### src/rtl/core/bmcp_pkg.sv
// shared types and constants for the bus mouse counter port
`default_nettype none

package bmcp_pkg;

  localparam int unsigned ACT_W   = 4;
  localparam int unsigned BYTE_W  = 8;
  localparam int unsigned BTN_W   = 3;
  localparam int unsigned RATE_W  = 2;
  localparam int unsigned PERIOD_W = 16;
  localparam int unsigned CNTDN_W = PERIOD_W + (1 << RATE_W) - 1;

  // action codes
  localparam logic [ACT_W-1:0] ACT_MOTION  = 4'd0;
  localparam logic [ACT_W-1:0] ACT_PORTA_RD = 4'd1;
  localparam logic [ACT_W-1:0] ACT_PORTB_RD = 4'd2;
  localparam logic [ACT_W-1:0] ACT_PORTC_WR = 4'd3;
  localparam logic [ACT_W-1:0] ACT_PORTC_RD = 4'd4;
  localparam logic [ACT_W-1:0] ACT_CTRL_WR = 4'd5;
  localparam logic [ACT_W-1:0] ACT_RATE_WR = 4'd6;
  localparam logic [ACT_W-1:0] ACT_RATE_RD = 4'd7;
  localparam logic [ACT_W-1:0] ACT_TICK    = 4'd8;

  // fixed port values and masks
  localparam logic [BYTE_W-1:0] PORTB_VALUE   = 8'hFF;
  localparam logic [BYTE_W-1:0] PORTC_RD_SET  = 8'h08;
  localparam logic [BYTE_W-1:0] PORTC_RD_MASK = 8'hF0;
  localparam logic [BYTE_W-1:0] PORTC_RESET   = 8'hF0;
  localparam logic [BYTE_W-1:0] RATE_BAD_MASK = 8'hFC;
  localparam logic [BYTE_W-1:0] HELD_RESET    = 8'hFF;
  localparam logic [PERIOD_W-1:0] PERIOD_RESET = 16'd1;

  // port c bit positions
  localparam int unsigned PC_LATCH_BIT = 7;
  localparam int unsigned PC_IRQ_MASK_BIT = 4;
  // control word: bit 7 set means a mode word
  localparam int unsigned CTRL_MODE_BIT = 7;

  typedef struct packed {
    logic [ACT_W-1:0]  action;
    logic signed [BYTE_W-1:0] move_dx;
    logic signed [BYTE_W-1:0] move_dy;
    logic [BTN_W-1:0]  buttons;
    logic [BYTE_W-1:0] write_data;
  } item_t;

  typedef struct packed {
    logic [BYTE_W-1:0] read_data;
    logic              irq_pulse;
  } result_t;

endpackage

`default_nettype wire

### src/rtl/core/bmcp_in_stage.sv
// input register stage: holds one accepted transaction for processing
`default_nettype none

module bmcp_in_stage (
  input  wire logic           clk,
  input  wire logic           rst_n,
  input  wire logic           in_valid,
  output logic                in_ready,
  input  wire bmcp_pkg::item_t item_i,
  input  wire logic           space_i,
  output logic                step_o,
  output bmcp_pkg::item_t     item_o
);

  logic            valid_r, valid_nxt;
  bmcp_pkg::item_t item_r;

  assign step_o   = valid_r && space_i;
  assign in_ready = !valid_r || space_i;

  always_comb begin
    valid_nxt = valid_r;
    if (in_valid && in_ready) begin
      valid_nxt = 1'b1;
    end else if (step_o) begin
      valid_nxt = 1'b0;
    end
  end

  always_ff @(posedge clk) begin
    if (!rst_n) begin
      valid_r <= 1'b0;
    end else begin
      valid_r <= valid_nxt;
    end
  end

  always_ff @(posedge clk) begin
    if (in_valid && in_ready) begin
      item_r <= item_i;
    end
  end

  assign item_o = item_r;

endmodule

`default_nettype wire

### src/rtl/core/bmcp_core.sv
// mouse state registers and the single-pass update and read logic
`default_nettype none

module bmcp_core (
  input  wire logic                              clk,
  input  wire logic                              rst_n,
  input  wire logic                              step_i,
  input  wire bmcp_pkg::item_t                   item_i,
  input  wire logic [bmcp_pkg::PERIOD_W-1:0]     base_period_i,
  output bmcp_pkg::result_t                      result_o
);

  logic [bmcp_pkg::BTN_W-1:0]    button_bits_r, button_bits_nxt;
  logic [bmcp_pkg::BYTE_W-1:0]   count_x_r, count_x_nxt;
  logic [bmcp_pkg::BYTE_W-1:0]   count_y_r, count_y_nxt;
  logic [bmcp_pkg::BYTE_W-1:0]   held_x_r, held_x_nxt;
  logic [bmcp_pkg::BYTE_W-1:0]   held_y_r, held_y_nxt;
  logic [bmcp_pkg::RATE_W-1:0]   rate_select_r, rate_select_nxt;
  logic [bmcp_pkg::BYTE_W-1:0]   port_c_r, port_c_nxt;
  logic [bmcp_pkg::CNTDN_W-1:0]  countdown_r, countdown_nxt;

  logic                          pc_store;
  logic [bmcp_pkg::BYTE_W-1:0]   pc_value;
  logic [bmcp_pkg::BYTE_W-1:0]   porta_value;
  logic [bmcp_pkg::BYTE_W-1:0]   nib_src;
  logic [2:0]                    nib_sel;
  logic [2:0]                    ctrl_bit;

  // port a: inverted buttons on top, one nibble picked by port c bits 7..5
  always_comb begin
    nib_sel = port_c_r[7:5];
    case (nib_sel[2:1])
      2'd0:    nib_src = count_x_r;
      2'd1:    nib_src = count_y_r;
      2'd2:    nib_src = held_x_r;
      default: nib_src = held_y_r;
    endcase
    porta_value = {~button_bits_r[0], ~button_bits_r[1], ~button_bits_r[2], 1'b0,
                   nib_sel[0] ? nib_src[7:4] : nib_src[3:0]};
  end

  always_comb begin
    button_bits_nxt = button_bits_r;
    count_x_nxt     = count_x_r;
    count_y_nxt     = count_y_r;
    held_x_nxt      = held_x_r;
    held_y_nxt      = held_y_r;
    rate_select_nxt = rate_select_r;
    port_c_nxt      = port_c_r;
    countdown_nxt   = countdown_r;
    pc_store        = 1'b0;
    pc_value        = port_c_r;
    ctrl_bit        = item_i.write_data[3:1];
    result_o        = '0;

    unique case (item_i.action)
      bmcp_pkg::ACT_MOTION: begin
        button_bits_nxt = item_i.buttons;
        count_x_nxt     = count_x_r + item_i.move_dx;
        count_y_nxt     = count_y_r + item_i.move_dy;
      end
      bmcp_pkg::ACT_PORTA_RD: begin
        result_o.read_data = porta_value;
      end
      bmcp_pkg::ACT_PORTB_RD: begin
        result_o.read_data = bmcp_pkg::PORTB_VALUE;
      end
      bmcp_pkg::ACT_PORTC_WR: begin
        pc_store = 1'b1;
        pc_value = item_i.write_data;
      end
      bmcp_pkg::ACT_PORTC_RD: begin
        result_o.read_data = (port_c_r & bmcp_pkg::PORTC_RD_MASK) | bmcp_pkg::PORTC_RD_SET;
      end
      bmcp_pkg::ACT_CTRL_WR: begin
        // bit set/reset word; mode words are dropped
        if (!item_i.write_data[bmcp_pkg::CTRL_MODE_BIT]) begin
          pc_store           = 1'b1;
          pc_value[ctrl_bit] = item_i.write_data[0];
        end
      end
      bmcp_pkg::ACT_RATE_WR: begin
        if ((item_i.write_data & bmcp_pkg::RATE_BAD_MASK) == '0) begin
          rate_select_nxt = item_i.write_data[bmcp_pkg::RATE_W-1:0];
        end
      end
      bmcp_pkg::ACT_RATE_RD: begin
        result_o.read_data = {{(bmcp_pkg::BYTE_W - bmcp_pkg::RATE_W){1'b0}}, rate_select_r};
      end
      bmcp_pkg::ACT_TICK: begin
        if (countdown_r <= bmcp_pkg::CNTDN_W'(1)) begin
          result_o.irq_pulse = !port_c_r[bmcp_pkg::PC_IRQ_MASK_BIT];
          countdown_nxt = bmcp_pkg::CNTDN_W'(base_period_i) << rate_select_r;
        end else begin
          countdown_nxt = countdown_r - bmcp_pkg::CNTDN_W'(1);
        end
      end
      default: begin
      end
    endcase

    // rising edge on port c bit 7 latches and clears the counters
    if (pc_store) begin
      port_c_nxt = pc_value;
      if (!port_c_r[bmcp_pkg::PC_LATCH_BIT] && pc_value[bmcp_pkg::PC_LATCH_BIT]) begin
        held_x_nxt  = count_x_r;
        held_y_nxt  = count_y_r;
        count_x_nxt = '0;
        count_y_nxt = '0;
      end
    end
  end

  always_ff @(posedge clk) begin
    if (!rst_n) begin
      button_bits_r <= '0;
      count_x_r     <= '0;
      count_y_r     <= '0;
      held_x_r      <= bmcp_pkg::HELD_RESET;
      held_y_r      <= bmcp_pkg::HELD_RESET;
      rate_select_r <= '0;
      port_c_r      <= bmcp_pkg::PORTC_RESET;
      countdown_r   <= bmcp_pkg::CNTDN_W'(bmcp_pkg::PERIOD_RESET);
    end else if (step_i) begin
      button_bits_r <= button_bits_nxt;
      count_x_r     <= count_x_nxt;
      count_y_r     <= count_y_nxt;
      held_x_r      <= held_x_nxt;
      held_y_r      <= held_y_nxt;
      rate_select_r <= rate_select_nxt;
      port_c_r      <= port_c_nxt;
      countdown_r   <= countdown_nxt;
    end
  end

endmodule

`default_nettype wire

### src/rtl/core/bmcp_out_stage.sv
// result register: holds one finished transaction until the receiver takes it
`default_nettype none

module bmcp_out_stage (
  input  wire logic         clk,
  input  wire logic         rst_n,
  input  wire logic         load_i,
  input  wire bmcp_pkg::result_t result_i,
  output logic              space_o,
  output logic              out_valid,
  input  wire logic         out_ready,
  output bmcp_pkg::result_t result_o
);

  logic              valid_r, valid_nxt;
  bmcp_pkg::result_t result_r;

  assign space_o = !valid_r || out_ready;

  always_comb begin
    valid_nxt = valid_r;
    if (load_i) begin
      valid_nxt = 1'b1;
    end else if (out_ready) begin
      valid_nxt = 1'b0;
    end
  end

  always_ff @(posedge clk) begin
    if (!rst_n) begin
      valid_r <= 1'b0;
    end else begin
      valid_r <= valid_nxt;
    end
  end

  always_ff @(posedge clk) begin
    if (load_i) begin
      result_r <= result_i;
    end
  end

  assign out_valid = valid_r;
  assign result_o  = result_r;

endmodule

`default_nettype wire

### src/rtl/core/bus_mouse_counter_port.sv
// top level of the bus mouse counter port
//
// usage:
//   in_* channel carries one transaction per action: motion, port a/b/c
//   accesses, control word, rate select, or a time tick. every accepted
//   transaction gives exactly one result transaction on out_* (read_data for
//   reads, zero otherwise; irq_pulse on an expiring tick if port c bit 4 is 0).
//   cfg_* channel writes base_period, the tick count of one 120 Hz period;
//   write it only while no transaction is in flight. cfg_ready is always high.
// path: an accepted transaction waits in the input register; its result is
//   loaded into the result register when the input register advances.
// throughput: one transaction per cycle while out_ready stays high. the rate
//   is set by the input register and the result register, with one pass of
//   update logic between them.
// reset: synchronous, active low. both stages empty, counters zero, hold
//   latches 0xff, port c 0xf0, rate 0, base_period 1, countdown 1.
// stall: when out_ready is low the result register holds; the input
//   register still takes one more transaction, then in_ready drops until
//   the receiver takes the waiting result.
`default_nettype none

module bus_mouse_counter_port (
  input  wire logic                            clk,
  input  wire logic                            rst_n,
  // input transactions
  input  wire logic                            in_valid,
  output logic                                 in_ready,
  input  wire logic [bmcp_pkg::ACT_W-1:0]      in_action,
  input  wire logic signed [bmcp_pkg::BYTE_W-1:0] in_move_dx,
  input  wire logic signed [bmcp_pkg::BYTE_W-1:0] in_move_dy,
  input  wire logic [bmcp_pkg::BTN_W-1:0]      in_buttons,
  input  wire logic [bmcp_pkg::BYTE_W-1:0]     in_write_data,
  // result transactions
  output logic                                 out_valid,
  input  wire logic                            out_ready,
  output logic [bmcp_pkg::BYTE_W-1:0]          out_read_data,
  output logic                                 out_irq_pulse,
  // configuration write
  input  wire logic                            cfg_valid,
  output logic                                 cfg_ready,
  input  wire logic [bmcp_pkg::PERIOD_W-1:0]   cfg_data
);

  bmcp_pkg::item_t   in_item;
  bmcp_pkg::item_t   work_item;
  bmcp_pkg::result_t core_result;
  bmcp_pkg::result_t out_result;
  logic              step;
  logic              out_space;

  logic [bmcp_pkg::PERIOD_W-1:0] base_period_r;

  // pack the input fields into one transaction
  assign in_item.action     = in_action;
  assign in_item.move_dx    = in_move_dx;
  assign in_item.move_dy    = in_move_dy;
  assign in_item.buttons    = in_buttons;
  assign in_item.write_data = in_write_data;

  // config register: always ready, takes effect at the next countdown reload
  assign cfg_ready = 1'b1;

  always_ff @(posedge clk) begin
    if (!rst_n) begin
      base_period_r <= bmcp_pkg::PERIOD_RESET;
    end else if (cfg_valid && cfg_ready) begin
      base_period_r <= cfg_data;
    end
  end

  // input register; it advances whenever the result register has room
  bmcp_in_stage u_in_stage (
    .clk      (clk),
    .rst_n    (rst_n),
    .in_valid (in_valid),
    .in_ready (in_ready),
    .item_i   (in_item),
    .space_i  (out_space),
    .step_o   (step),
    .item_o   (work_item)
  );

  // mouse state and the per-transaction update
  bmcp_core u_core (
    .clk           (clk),
    .rst_n         (rst_n),
    .step_i        (step),
    .item_i        (work_item),
    .base_period_i (base_period_r),
    .result_o      (core_result)
  );

  // result register, loaded in the same cycle the state updates
  bmcp_out_stage u_out_stage (
    .clk       (clk),
    .rst_n     (rst_n),
    .load_i    (step),
    .result_i  (core_result),
    .space_o   (out_space),
    .out_valid (out_valid),
    .out_ready (out_ready),
    .result_o  (out_result)
  );

  assign out_read_data = out_result.read_data;
  assign out_irq_pulse = out_result.irq_pulse;

endmodule

`default_nettype wire

### config.mk
export PLATFORM = sky130hd
export DESIGN_NAME = bus_mouse_counter_port
export DESIGN_NICKNAME = d
export VERILOG_FILES = /design/src/rtl/core/bmcp_pkg.sv /design/src/rtl/core/bmcp_in_stage.sv /design/src/rtl/core/bmcp_core.sv /design/src/rtl/core/bmcp_out_stage.sv /design/src/rtl/core/bus_mouse_counter_port.sv
export SDC_FILE = /design/constraint.sdc
export NUM_CORES = 1
export LEC_CHECK = 0
export ABC_AREA = 1
export BUFFER_PORTS_ARGS = -buffer_cell sky130_fd_sc_hd__buf_2
export CELL_PAD_IN_SITES_DETAIL_PLACEMENT = 0
export CELL_PAD_IN_SITES_GLOBAL_PLACEMENT = 1
export CORE_ASPECT_RATIO = 1.25
export CORE_MARGIN = 3
export CORE_UTILIZATION = 45
export CTS_BUF_LIST = sky130_fd_sc_hd__clkbuf_8
export CTS_CLUSTER_SIZE = 14
export DETAILED_ROUTE_END_ITERATION = 10
export GPL_TIMING_DRIVEN = 0
export PLACE_DENSITY_LB_ADDON = 0.1
export SLEW_MARGIN = 40
export SYNTH_ARGS = -nofsm -noshare
export SYNTH_HDL_FRONTEND = slang
export SYNTH_SLANG_ARGS = --single-unit
### constraint.sdc
create_clock -name clk -period 2.35 [get_ports clk]
set_input_delay 0.235 -clock clk [delete_from_list [all_inputs] [get_ports clk]]
set_output_delay 0.235 -clock clk [all_outputs]
set_load 0.01 [all_outputs]
==> run_results.csv, run 1 <==
group,metric,value,unit
status,status,"complete, no violations",
place,port_buffers,61,
clock_tree,clockBufferDepth,2,
route,drc,0,
hold_path,hold_path_class,"input port to register",
layout,final_cell_mix,"247 x nand2_1, 108 x inv_1, 83 x nor2_1",
synth,synth_top_cell_by_area,"dfxtp_1",
critical_path,worstPathMaxFanout,7,
global_route,grt_pass1_vias,5964,
layout,num-fill-cells,1449,
place,dp_hpwl,13100,um
critical_path,worst_setup_path_end_kind,"register",
synth,syn_inst,900,
clock_tree,path_clk_slew,0.08,ns
synth,synth.cell_area,6580,sq um
layout,final_cell_area,7890,sq um
synth,syn_avg_cell_area,7.31,sq um
synth,synthTopCellsByArea,"dfxtp_1 24%, edfxtp_1 18%, nand2_1 14%",
layout,syn_to_final_growth,19.9,%
global_route,grt-ovfl-total,0,
power_and_ir_drop,p_per_area,596,nW/um^2
route,drtAntennaViolNets,0,
timing,rsz0062_at_grt,"no",
timing,finalHoldViolCount,0,
floorplan,core,14100,sq um
hold_path,hold_depth,3,
timing,worst_pin_slew,0.673,ns
clock_tree,clock_latency,0.45,ns
critical_path,slowest_stage,"dfxtp_1",
hold_path,holdCritStartpoint,"cfg_data[15]",
critical_path,r2r.worst_path.cells,11,
place,placed_cell_area,7100,sq um
floorplan,die_width,114,um
floorplan,dieHeight,141,um
place,dp_slack,0.418,ns
layout,fin_nets,1087,
floorplan,rows,48,
layout,drive_gt1_share,15.1,%
global_route,grt_pass1_wl,29000,um
global_route,grt_util_all_layers,23.0,%
clock_tree,cts.sinks,118,
timing,fin_crit,1.99,ns
floorplan,ios,64,
place,gp_congestion,0.856,
route,wl_met1,7490,um
synth,synth_top_area_share,23.7,%
route,avgRoutedWirePerCell,14.7,um
clock_tree,h-tree-depth,4,
timing,maxSlewHeadroom,55.1,%
critical_path,reg2reg_setup_slack,0.36,ns
synth,synth_cell_types,42,
synth,ys_async_sr_fraction,0,%
critical_path,max_stage_delay,0.34,ns
timing,finClkSkew,0.0138,ns
floorplan,die_area,16100,sq um
critical_path,crit_chain,"inv_1 -> ha_1 -> clkbuf_1 -> nand2_1 -> nor2_1 -> nand2_1 -> xor2_1 -> nand2_1 -> nand3_1 -> nand2_1 -> inv_1",
route,dr_wl_met3,477,um
critical_path,worstPathRequired,2.70,ns
synth,syn_nets,970,
timing,slew_violations,0,
clock_tree,root_buffer,"clkbuf_8",
flow_run,maxCapViolCount,0,
route,routed.top_layer,"met4",
route,viasPerCell,5.09,
timing,fmax,502,MHz
layout,final_common_cell,"nand2_1",
route,drt_wl_total,17700,um
synth,synth-warning-count,0,
synth,ys_ff_latch,118,
route,drt_iter0_markers,437,
critical_path,cp_common_cell,"nand2_1",
synth,ys.flop_type,"dfxtp_1",
timing,setup_ws,0.358,ns
floorplan,start_util,46.8,%
critical_path,crit_arrival,2.34,ns
power_and_ir_drop,ir_drop,393,uV
timing,post-route-period-util,84.8,%
clock_tree,numCtsBuffers,17,
timing,fin_tns_setup,0,ns
global_route,antenna_found_initial,0,
route,drtPass1Iterations,5,
layout,final_util,56.1,%
route,met2WireLength,9230,um
synth,synth-edff-count,40,
route,vias,6134,
layout,diodes,0,
synth,yosysSeqAreaShare,42.0,%
timing,setup_viol,0,
critical_path,r2r-start,"u_core.countdown_r[0]$_SDFFE_PN1P_",
clock_tree,cts_setup_buffers,0,
critical_path,path_class,"register to register",
hold_path,holdPathEnd,"base_period_r[15]$_SDFFE_PN0P_",
critical_path,timing.rr.end,"u_core.countdown_r[16]$_SDFFE_PN0P_",
power_and_ir_drop,p_leak,0.00357,uW
critical_path,critPathLaunch,"u_core.countdown_r[0]$_SDFFE_PN1P_",
critical_path,crit_path_start_kind,"register",
global_route,grt_max_degree,32,
clock_tree,cts_tree,"yes",
[through the flow]
step	instances	total power, uW	hold WS [ns]
finish	1205	4700	0.0329
global route	1205	4910	0.0279
CTS	1205	4750	0.0134
detailed placement	1136	2740	0.413
global placement	1136	2740	0.411
floorplan	900	2580	0.334
[synth_stat cells, types with 2 or more instances]
library cell and number:
or2_2 4, o31ai_1 2, fa_1 2, nand2_2 9, a31oi_1 2, o2111ai_1 2
nand3_2 4, a21oi_1 54, edfxtp_1 40, nand2_1 247, nand4_1 9, ha_1 16
buf_4 2, nand2_4 2, clkbuf_1 15, buf_6 3, nor2_2 8, nand3b_1 4
dfxtp_1 78, o211ai_1 16, nand3_1 54, a221oi_1 2, clkinv_1 2, o21ai_0 71
inv_2 4, buf_2 12, inv_1 109, a21oi_2 12, mux2i_1 4, nor3_1 5
xnor2_1 7, nor2_1 83, o221ai_1 3, xor2_1 5
[kinds of logic after synthesis]
logic type	after synthesis	share of synthesized area, %
simple gates	431	28.1
compound gates	169	15.0
buf+inv	147	9.07
flops	118	42.0
fa+ha+maj	18	3.65
xor+xnor	12	1.60
mux	4	0.609
other cells	1	0.0570
[flip-flops by register name, indices dropped and copies added (netlist names)]
name	cells
base_period_r	16
u_out_stage.out_valid	1
u_core.port_c_r	4
u_core.rate_select_r	2
u_core.count_y_r	8
u_core.count_x_r	8
u_in_stage.valid_r	1
u_out_stage.result_o	9
u_in_stage.item_o	31
u_core.held_y_r	8
u_core.held_x_r	8
u_core.countdown_r	19
u_core.button_bits_r	3
[final cells by class]
| cell class | count | area (sq um) | share of cell area, % |
|---|---|---|---|
| clock buffers | 17 | 234 | 2.97 |
| multi-input cells | 635 | 3220 | 40.8 |
| clock inverters | 15 | 178 | 2.25 |
| inverters | 115 | 432 | 5.47 |
| well taps | 175 | 219 | 2.78 |
| flip-flops and latches | 118 | 2760 | 35.0 |
| plain buffers | 32 | 165 | 2.09 |
| repair buffers | 98 | 676 | 8.57 |
[repair_timing]
| action | in CTS | in global routing |
|---|---|---|
| resized for setup | 0 | 0 |
| hold endpoints to repair | 37 | 0 |
| hold buffers | 37 | 0 |
[worst max path at each step]
stage,end,slack [ns],depth (start not counted)
6_report,u_core.countdown_r[16]$_SDFFE_PN0P_,0.36,11
5_1_grt,u_core.countdown_r[16]$_SDFFE_PN0P_,0.19,11
4_1_cts,u_core.countdown_r[16]$_SDFFE_PN0P_,0.40,11
3_5_place_dp,u_core.countdown_r[16]$_SDFFE_PN0P_,0.42,11
3_3_place_gp,u_core.countdown_r[16]$_SDFFE_PN0P_,0.44,11
2_1_floorplan,u_in_stage.item_o[0]$_DFFE_PP_,0.75,3
[critical path, delay by kind of cell (launching register included)]
kind | cells | cell delay, ns
xor gates and xnor gates | 1 | 0.15
adders and majority gates | 1 | 0.17
buffers and inverters | 3 | 0.53
DFF | 1 | 0.34
and+or+nand+nor | 6 | 0.71
[report_power, final]
group | internal [uW] | total (uW) | switching, uW | leakage [uW]
Combinational | 201 | 514 | 313 | 0.00235
Clock | 1050 | 1960 | 906 | 0.000196
Sequential | 2180 | 2230 | 43.2 | 0.00102
[per-layer routing]
layer  vias to the layer above  global-route usage, %
li1                       3179                      -
met1                      2808                   26.6
met2                       117                   41.9
met3                        30                   4.55
met4                         0                   7.94
met5                         -                      0
(Power assumes the default switching activity.)
==> inputs of run 2 (changes only) <==
ABC_AREA = 0   (was 1)
clock period = 2.1 ns   (was 2.35 ns; I/O delays follow)
==> run 2 against run 1 <==
- the flow now finishes with violations (setup timing)
- sequential power grew 12%
- sequential cell count did not move
- fmax down 7.8%
- largest power group unchanged
- global-route usage shrank 0.27 points
- setup slack got worse by 0.42 ns
- first-iteration DRC count shrank 31%
- sequential share of layout area fell by 1.2 points
==> run_results.csv, run 2 <==
group,metric,value,unit
status,status,"finished, violations left",
status,violations,"setup timing",
flow_run,maxCapViolCount,0,
timing,fin_tns_setup,-0.303,ns
critical_path,reg2reg_setup_slack,-0.06,ns
timing,rsz0062_at_grt,"yes",
clock_tree,cts_tree,"yes",
place,port_buffers,61,
timing,setup_ws,-0.0592,ns
route,drt_wl_total,17100,um
synth,synth.cell_area,6210,sq um
power_and_ir_drop,p_per_area,651,nW/um^2
power_and_ir_drop,ir_drop,381,uV
route,viasPerCell,5.59,
timing,slew_violations,0,
timing,setup_viol,7,
layout,diodes,0,
timing,fmax,463,MHz
synth,synth_top_cell_by_area,"dfxtp_1",
floorplan,rows,47,
layout,regArea,2780,sq um
clock_tree,root_buffer,"clkbuf_8",
layout,final_cell_area,8220,sq um
layout,fin_nets,810,
place,dp_slack,-0.561,ns
global_route,grt_pass1_wl,27000,um
clock_tree,clockBufferDepth,2,
global_route,grt-ovfl-total,0,
global_route,grt_max_degree,32,
synth,yosysMostFrequentCell,"dfxtp_1",
layout,final_cell_mix,"69 x dfxtp_1, 62 x buf_2, 58 x mux2i_1",
synth,syn_nets,651,
synth,synthTopCellsByArea,"dfxtp_1 25%, edfxtp_1 19%, mux2i_1 9.5%",
timing,finClkSkew,0.00714,ns
critical_path,crit_arrival,2.48,ns
synth,syn_avg_cell_area,10.7,sq um
critical_path,crit_chain,"or4_4 -> or4_4 -> or3_1 -> o211ai_1 -> a311oi_2",
synth,ys_ff_latch,118,
timing,fin_crit,2.16,ns
place,placed_cell_area,6810,sq um
layout,drive_gt1_share,30.4,%
critical_path,crit_path_start_kind,"register",
floorplan,die_width,111,um
critical_path,path_class,"register to register",
route,drc,0,
floorplan,ios,64,
layout,largest_reg_flops,31,
synth,ys_top_cells_by_count,"78 x dfxtp_1, 59 x mux2i_1, 53 x nor2_1, 43 x nand2_1, 40 x edfxtp_1",
floorplan,dieHeight,137,um
route,drt_iter0_markers,302,
critical_path,path_delay_family,"simple AND/OR/NAND/NOR gates",
synth,ys_async_sr_fraction,0,%
global_route,antenna_found_initial,0,
synth,yosysSeqAreaShare,44.5,%
route,avgRoutedWirePerCell,18.5,um
synth,synth_top_area_share,25.1,%
synth,ys.flop_type,"dfxtp_1",
route,drtPass1Iterations,5,
synth,syn_inst,581,
layout,num-fill-cells,1127,
layout,final_common_cell,"dfxtp_1",
critical_path,cp_common_cell,"or4_4",
power_and_ir_drop,p_leak,0.00327,uW
timing,maxSlewHeadroom,50.4,%
route,drtAntennaViolNets,0,
layout,final_util,61.6,%
timing,worst_pin_slew,0.744,ns
route,vias,5167,
floorplan,core,13300,sq um
timing,post-route-period-util,103,%
global_route,grt_pass1_vias,5196,
clock_tree,h-tree-depth,4,
clock_tree,path_clk_slew,0.07,ns
critical_path,worst_setup_path_end_kind,"register",
critical_path,slowest_stage,"or4_4",
critical_path,worstPathRequired,2.42,ns
place,gp_congestion,0.886,
clock_tree,clock_latency,0.44,ns
layout,multiInputGateArea,3370,sq um
clock_tree,cts.sinks,118,
clock_tree,numCtsBuffers,17,
timing,finalHoldViolCount,0,
critical_path,crit_buf_inv,0,
critical_path,worstPathMaxFanout,6,
synth,synth_cell_types,71,
place,dp_hpwl,11800,um
synth,synth-warning-count,0,
layout,syn_to_final_growth,32.3,%
synth,synth-edff-count,40,
floorplan,start_util,46.5,%
floorplan,die_area,15300,sq um
hold_path,hold_path_class,"input port to register",
global_route,grt_util_all_layers,22.8,%
critical_path,max_stage_delay,0.58,ns
-- run 2: cell types whose count changed after synthesis, moves of 30 or more --
cell / before / now
inv_1: 109 / 6
o21ai_0: 71 / 21
nand2_1: 247 / 43
nand3_1: 54 / 12
nor2_1: 83 / 53
mux2i_1: 4 / 59
-- run 2: final timing paths --
check	endpoint	from	cells after the start
hold reg to reg	u_core.held_y_r[6]$_SDFFE_PN1P_	u_core.held_y_r[6]$_SDFFE_PN1P_	2
setup / recovery	u_core.countdown_r[17]$_SDFFE_PN0P_	u_core.countdown_r[6]$_SDFFE_PN0P_	5
setup reg to reg	u_core.countdown_r[17]$_SDFFE_PN0P_	u_core.countdown_r[6]$_SDFFE_PN0P_	5
hold / removal	base_period_r[10]$_SDFFE_PN0P_	cfg_data[10]	3
-- run 2: final cells by class --
cell class | instances | area share, %
clock inverter | 12 | 1.90
sequential | 118 | 33.8
buffer | 34 | 3.47
inverter | 8 | 0.381
multi-input combinational | 417 | 41.0
clock buffer | 20 | 3.35
timing repair buffer | 144 | 13.5
tap | 171 | 2.60
-- run 2: stage by stage --
stage                     power [uW]  std cells  hold slack [ns]
after detailed placement        3010        813            0.388
after global placement          3000        813            0.386
after CTS                       5370        916          0.00721
after floorplan                 2840        581            0.309
final                           5340        924           0.0352
after global routing            5550        924           0.0164
-- run 2: where the power goes --
group | leakage (uW) | total (uW) | switching [uW] | internal [uW]
registers | 0.00103 | 2490 | 54.2 | 2440
logic | 0.00202 | 593 | 288 | 305
clock network | 0.000228 | 2260 | 898 | 1360
-- run 2: what timing repair did --
action                                  in CTS  in global routing
resized for setup                           37                 27
buffers inserted                            26                 10
pin swaps                                   15                  9
endpoints found under the setup margin      58                 47
gates cloned                                 1                  1
hold buffers                                46                  0
hold endpoints to repair                    46                  0
-- run 2: logic make-up (layout without fill, tap and decap cells) --
family                     Yosys count  count (layout)  share of synthesized area, %
and+or+nand+nor                    178             178                          14.4
adders and majority gates           18              18                          3.87
other                                1               1                        0.0604
AOI/OAI and AO/OA                  128             128                          14.6
muxes                               82              82                          16.2
DFF                                118             118                          44.5
xor gates and xnor gates            10              10                          1.41
buffers and inverters               46             218                          4.96
-- run 2: per-layer routing --
layer	vias to the layer above	share of wire, %	GRT usage [%]
li1	2511	-	-
met1	2491	39	25.6
met2	131	54	41.9
met3	34	3.8	4.88
met4	0	2.9	9.80
met5	-	0	0
-- run 2: worst min-delay path, delay by kind of cell --
kind | cells | cell delay (ns)
buffers and inverters | 1 | 0.09
multiplexers | 1 | 0.06
AND/OR/NAND/NOR | 1 | 0.08
==> inputs of run 3 (changes only) <==
CORE_MARGIN = default   (was 3)
==> run 3 against run 2 <==
- the run still ends with setup timing left
- critical path depth up 2
- clock power decreased by 4%
- total power down 1.5%
- cell area decreased by 0.73%
- global-route usage up 1.8 points
==> run_results.csv, run 3 (same netlist as run 2, synthesis figures left out) <==
group,metric,value,unit
status,status,"finished, violations left",
status,violations,"setup timing",
critical_path,worst_setup_path_end_kind,"register",
floorplan,die_width,107,um
layout,final_common_cell,"dfxtp_1",
layout,final_cell_mix,"67 x dfxtp_1, 63 x buf_2, 58 x mux2i_1",
clock_tree,clock_latency,0.45,ns
layout,drive_gt1_share,30.5,%
timing,finClkSkew,0.00678,ns
layout,fin_nets,808,
timing,maxSlewHeadroom,52.0,%
route,drt_iter0_markers,295,
place,dp_slack,-0.415,ns
timing,worst_pin_slew,0.719,ns
route,vias,5194,
place,place_inst,813,
critical_path,crit_path_start_kind,"register",
power_and_ir_drop,p_leak,0.00324,uW
critical_path,path_class,"register to register",
flow_run,maxCapViolCount,0,
power_and_ir_drop,combPwrFrac,11.3,%
power_and_ir_drop,p_sw,1350,uW
clock_tree,numCtsBuffers,17,
power_and_ir_drop,ir_drop,419,uV
timing,setup_ws,-0.0577,ns
power_and_ir_drop,seqPwrFrac,47.3,%
clock_tree,path_clk_slew,0.07,ns
route,avgRoutedWirePerCell,18.4,um
floorplan,core,13300,sq um
route,drt_wl_total,17000,um
place,gp_congestion,0.885,
layout,stdcell_count,922,
global_route,grt_util_all_layers,24.6,%
place,dp_hpwl,11600,um
timing,post-route-period-util,103,%
power_and_ir_drop,pwr-share-clk,41.3,%
timing,setup_viol,26,
timing,fmax,463,MHz
power_and_ir_drop,p_sw_share,25.6,%
power_and_ir_drop,internal_power,3920,uW
clock_tree,clockBufferDepth,2,
route,drc,0,
clock_tree,h-tree-depth,4,
global_route,grt_pass1_wl,26600,um
floorplan,die_area,14300,sq um
timing,fin_tns_setup,-0.717,ns
timing,slew_violations,0,
route,drtPass1Iterations,5,
floorplan,rows,47,
clock_tree,cts.sinks,118,
place,port_buffers,61,
floorplan,start_util,46.5,%
clock_tree,root_buffer,"clkbuf_8",
timing,finalHoldViolCount,0,
floorplan,dieHeight,133,um
global_route,grt-ovfl-total,0,
timing,fin_crit,2.16,ns
timing,rsz0062_at_grt,"yes",
layout,syn_to_final_growth,31.3,%
global_route,grt_max_degree,32,
critical_path,worstPathMaxFanout,6,
timing,hold_slack,0.0190,ns
hold_path,hold_path_class,"input port to register",
route,drtAntennaViolNets,0,
critical_path,worstPathRequired,2.42,ns
floorplan,ios,64,
global_route,grt_pass1_vias,5238,
route,viasPerCell,5.63,
layout,largest_reg_flops,31,
critical_path,crit_arrival,2.47,ns
clock_tree,cts_tree,"yes",
power_and_ir_drop,p_per_area,645,nW/um^2
layout,diodes,0,
global_route,antenna_found_initial,0,
[run 3: changes by cell type in the layout (fill, tap and decap cells not counted), sizes merged]
cell and change:
buf -2, bufinv -1, clkbuf -3, clkinv -3
clkinvlp +5, inv +2
[run 3: per-layer routing]
layer | vias to the layer above | GRT usage (%) | routed length, um
li1 | 2508 | - | -
met1 | 2502 | 28.1 | 6910
met2 | 152 | 44.0 | 8870
met3 | 32 | 5.58 | 711
met4 | 0 | 9.82 | 473
met5 | - | 0 | 0
[run 3: area by class of cell]
| cell class | instances | area, sq um |
|---|---|---|
| inverter | 8 | 30.0 |
| multi-input combinational | 417 | 3350 |
| timing repair buffer | 143 | 1100 |
| clock inverter | 15 | 180 |
| fill | 1085 | 5190 |
| sequential | 118 | 2780 |
| buffer | 33 | 262 |
| clock buffer | 17 | 234 |
| tap | 171 | 214 |
[run 3: path summary, 6_finish.rpt]
kind / startpoint / end / slack [ns] / depth (start not counted)
min reg2reg: u_core.held_x_r[2]$_SDFFE_PN1P_ / u_core.held_x_r[2]$_SDFFE_PN1P_ / 0.47 / 2
max: u_in_stage.item_o[28]$_DFFE_PP_ / u_core.held_x_r[3]$_SDFFE_PN1P_ / -0.06 / 7
max reg2reg: u_in_stage.item_o[28]$_DFFE_PP_ / u_core.held_x_r[3]$_SDFFE_PN1P_ / -0.06 / 7
min: cfg_data[8] / base_period_r[8]$_SDFFE_PN0P_ / 0.02 / 3
[run 3: critical path: stages, from the launching register on]
cell and delay (ns):
edfxtp_1 0.41, nand4bb_4 0.24, or4b_4 0.52, a211oi_4 0.27
buf_6 0.18, buf_6 0.14, mux2i_2 0.20, nand2_1 0.07
[run 3: repair_timing]
action                     CTS  global route
gates cloned                 1             1
setup endpoints to repair   58            47
resized for setup           30            28
pin swaps                   19            19
buffers inserted            18            16
hold endpoints to repair    46             0
hold buffers                46             0
[run 3: through the flow]
step	utilization [%]	power [uW]	instance area, sq um
final	61.1	5260	8160
after global routing	61.1	5460	8160
after CTS	59.6	5260	7960
after detailed placement	51.0	3010	6810
after global placement	51.0	3000	6800
after floorplan	-	2840	6280
[run 3: power groups by stage]
stage | Clock (uW) | Combinational, uW | Sequential (uW)
2_1_floorplan | 0 | 314 | 2530
3_3_place_gp | 0 | 455 | 2540
3_5_place_dp | 0 | 462 | 2550
4_1_cts | 2220 | 551 | 2490
5_1_grt | 2310 | 646 | 2500
6_report | 2170 | 597 | 2490
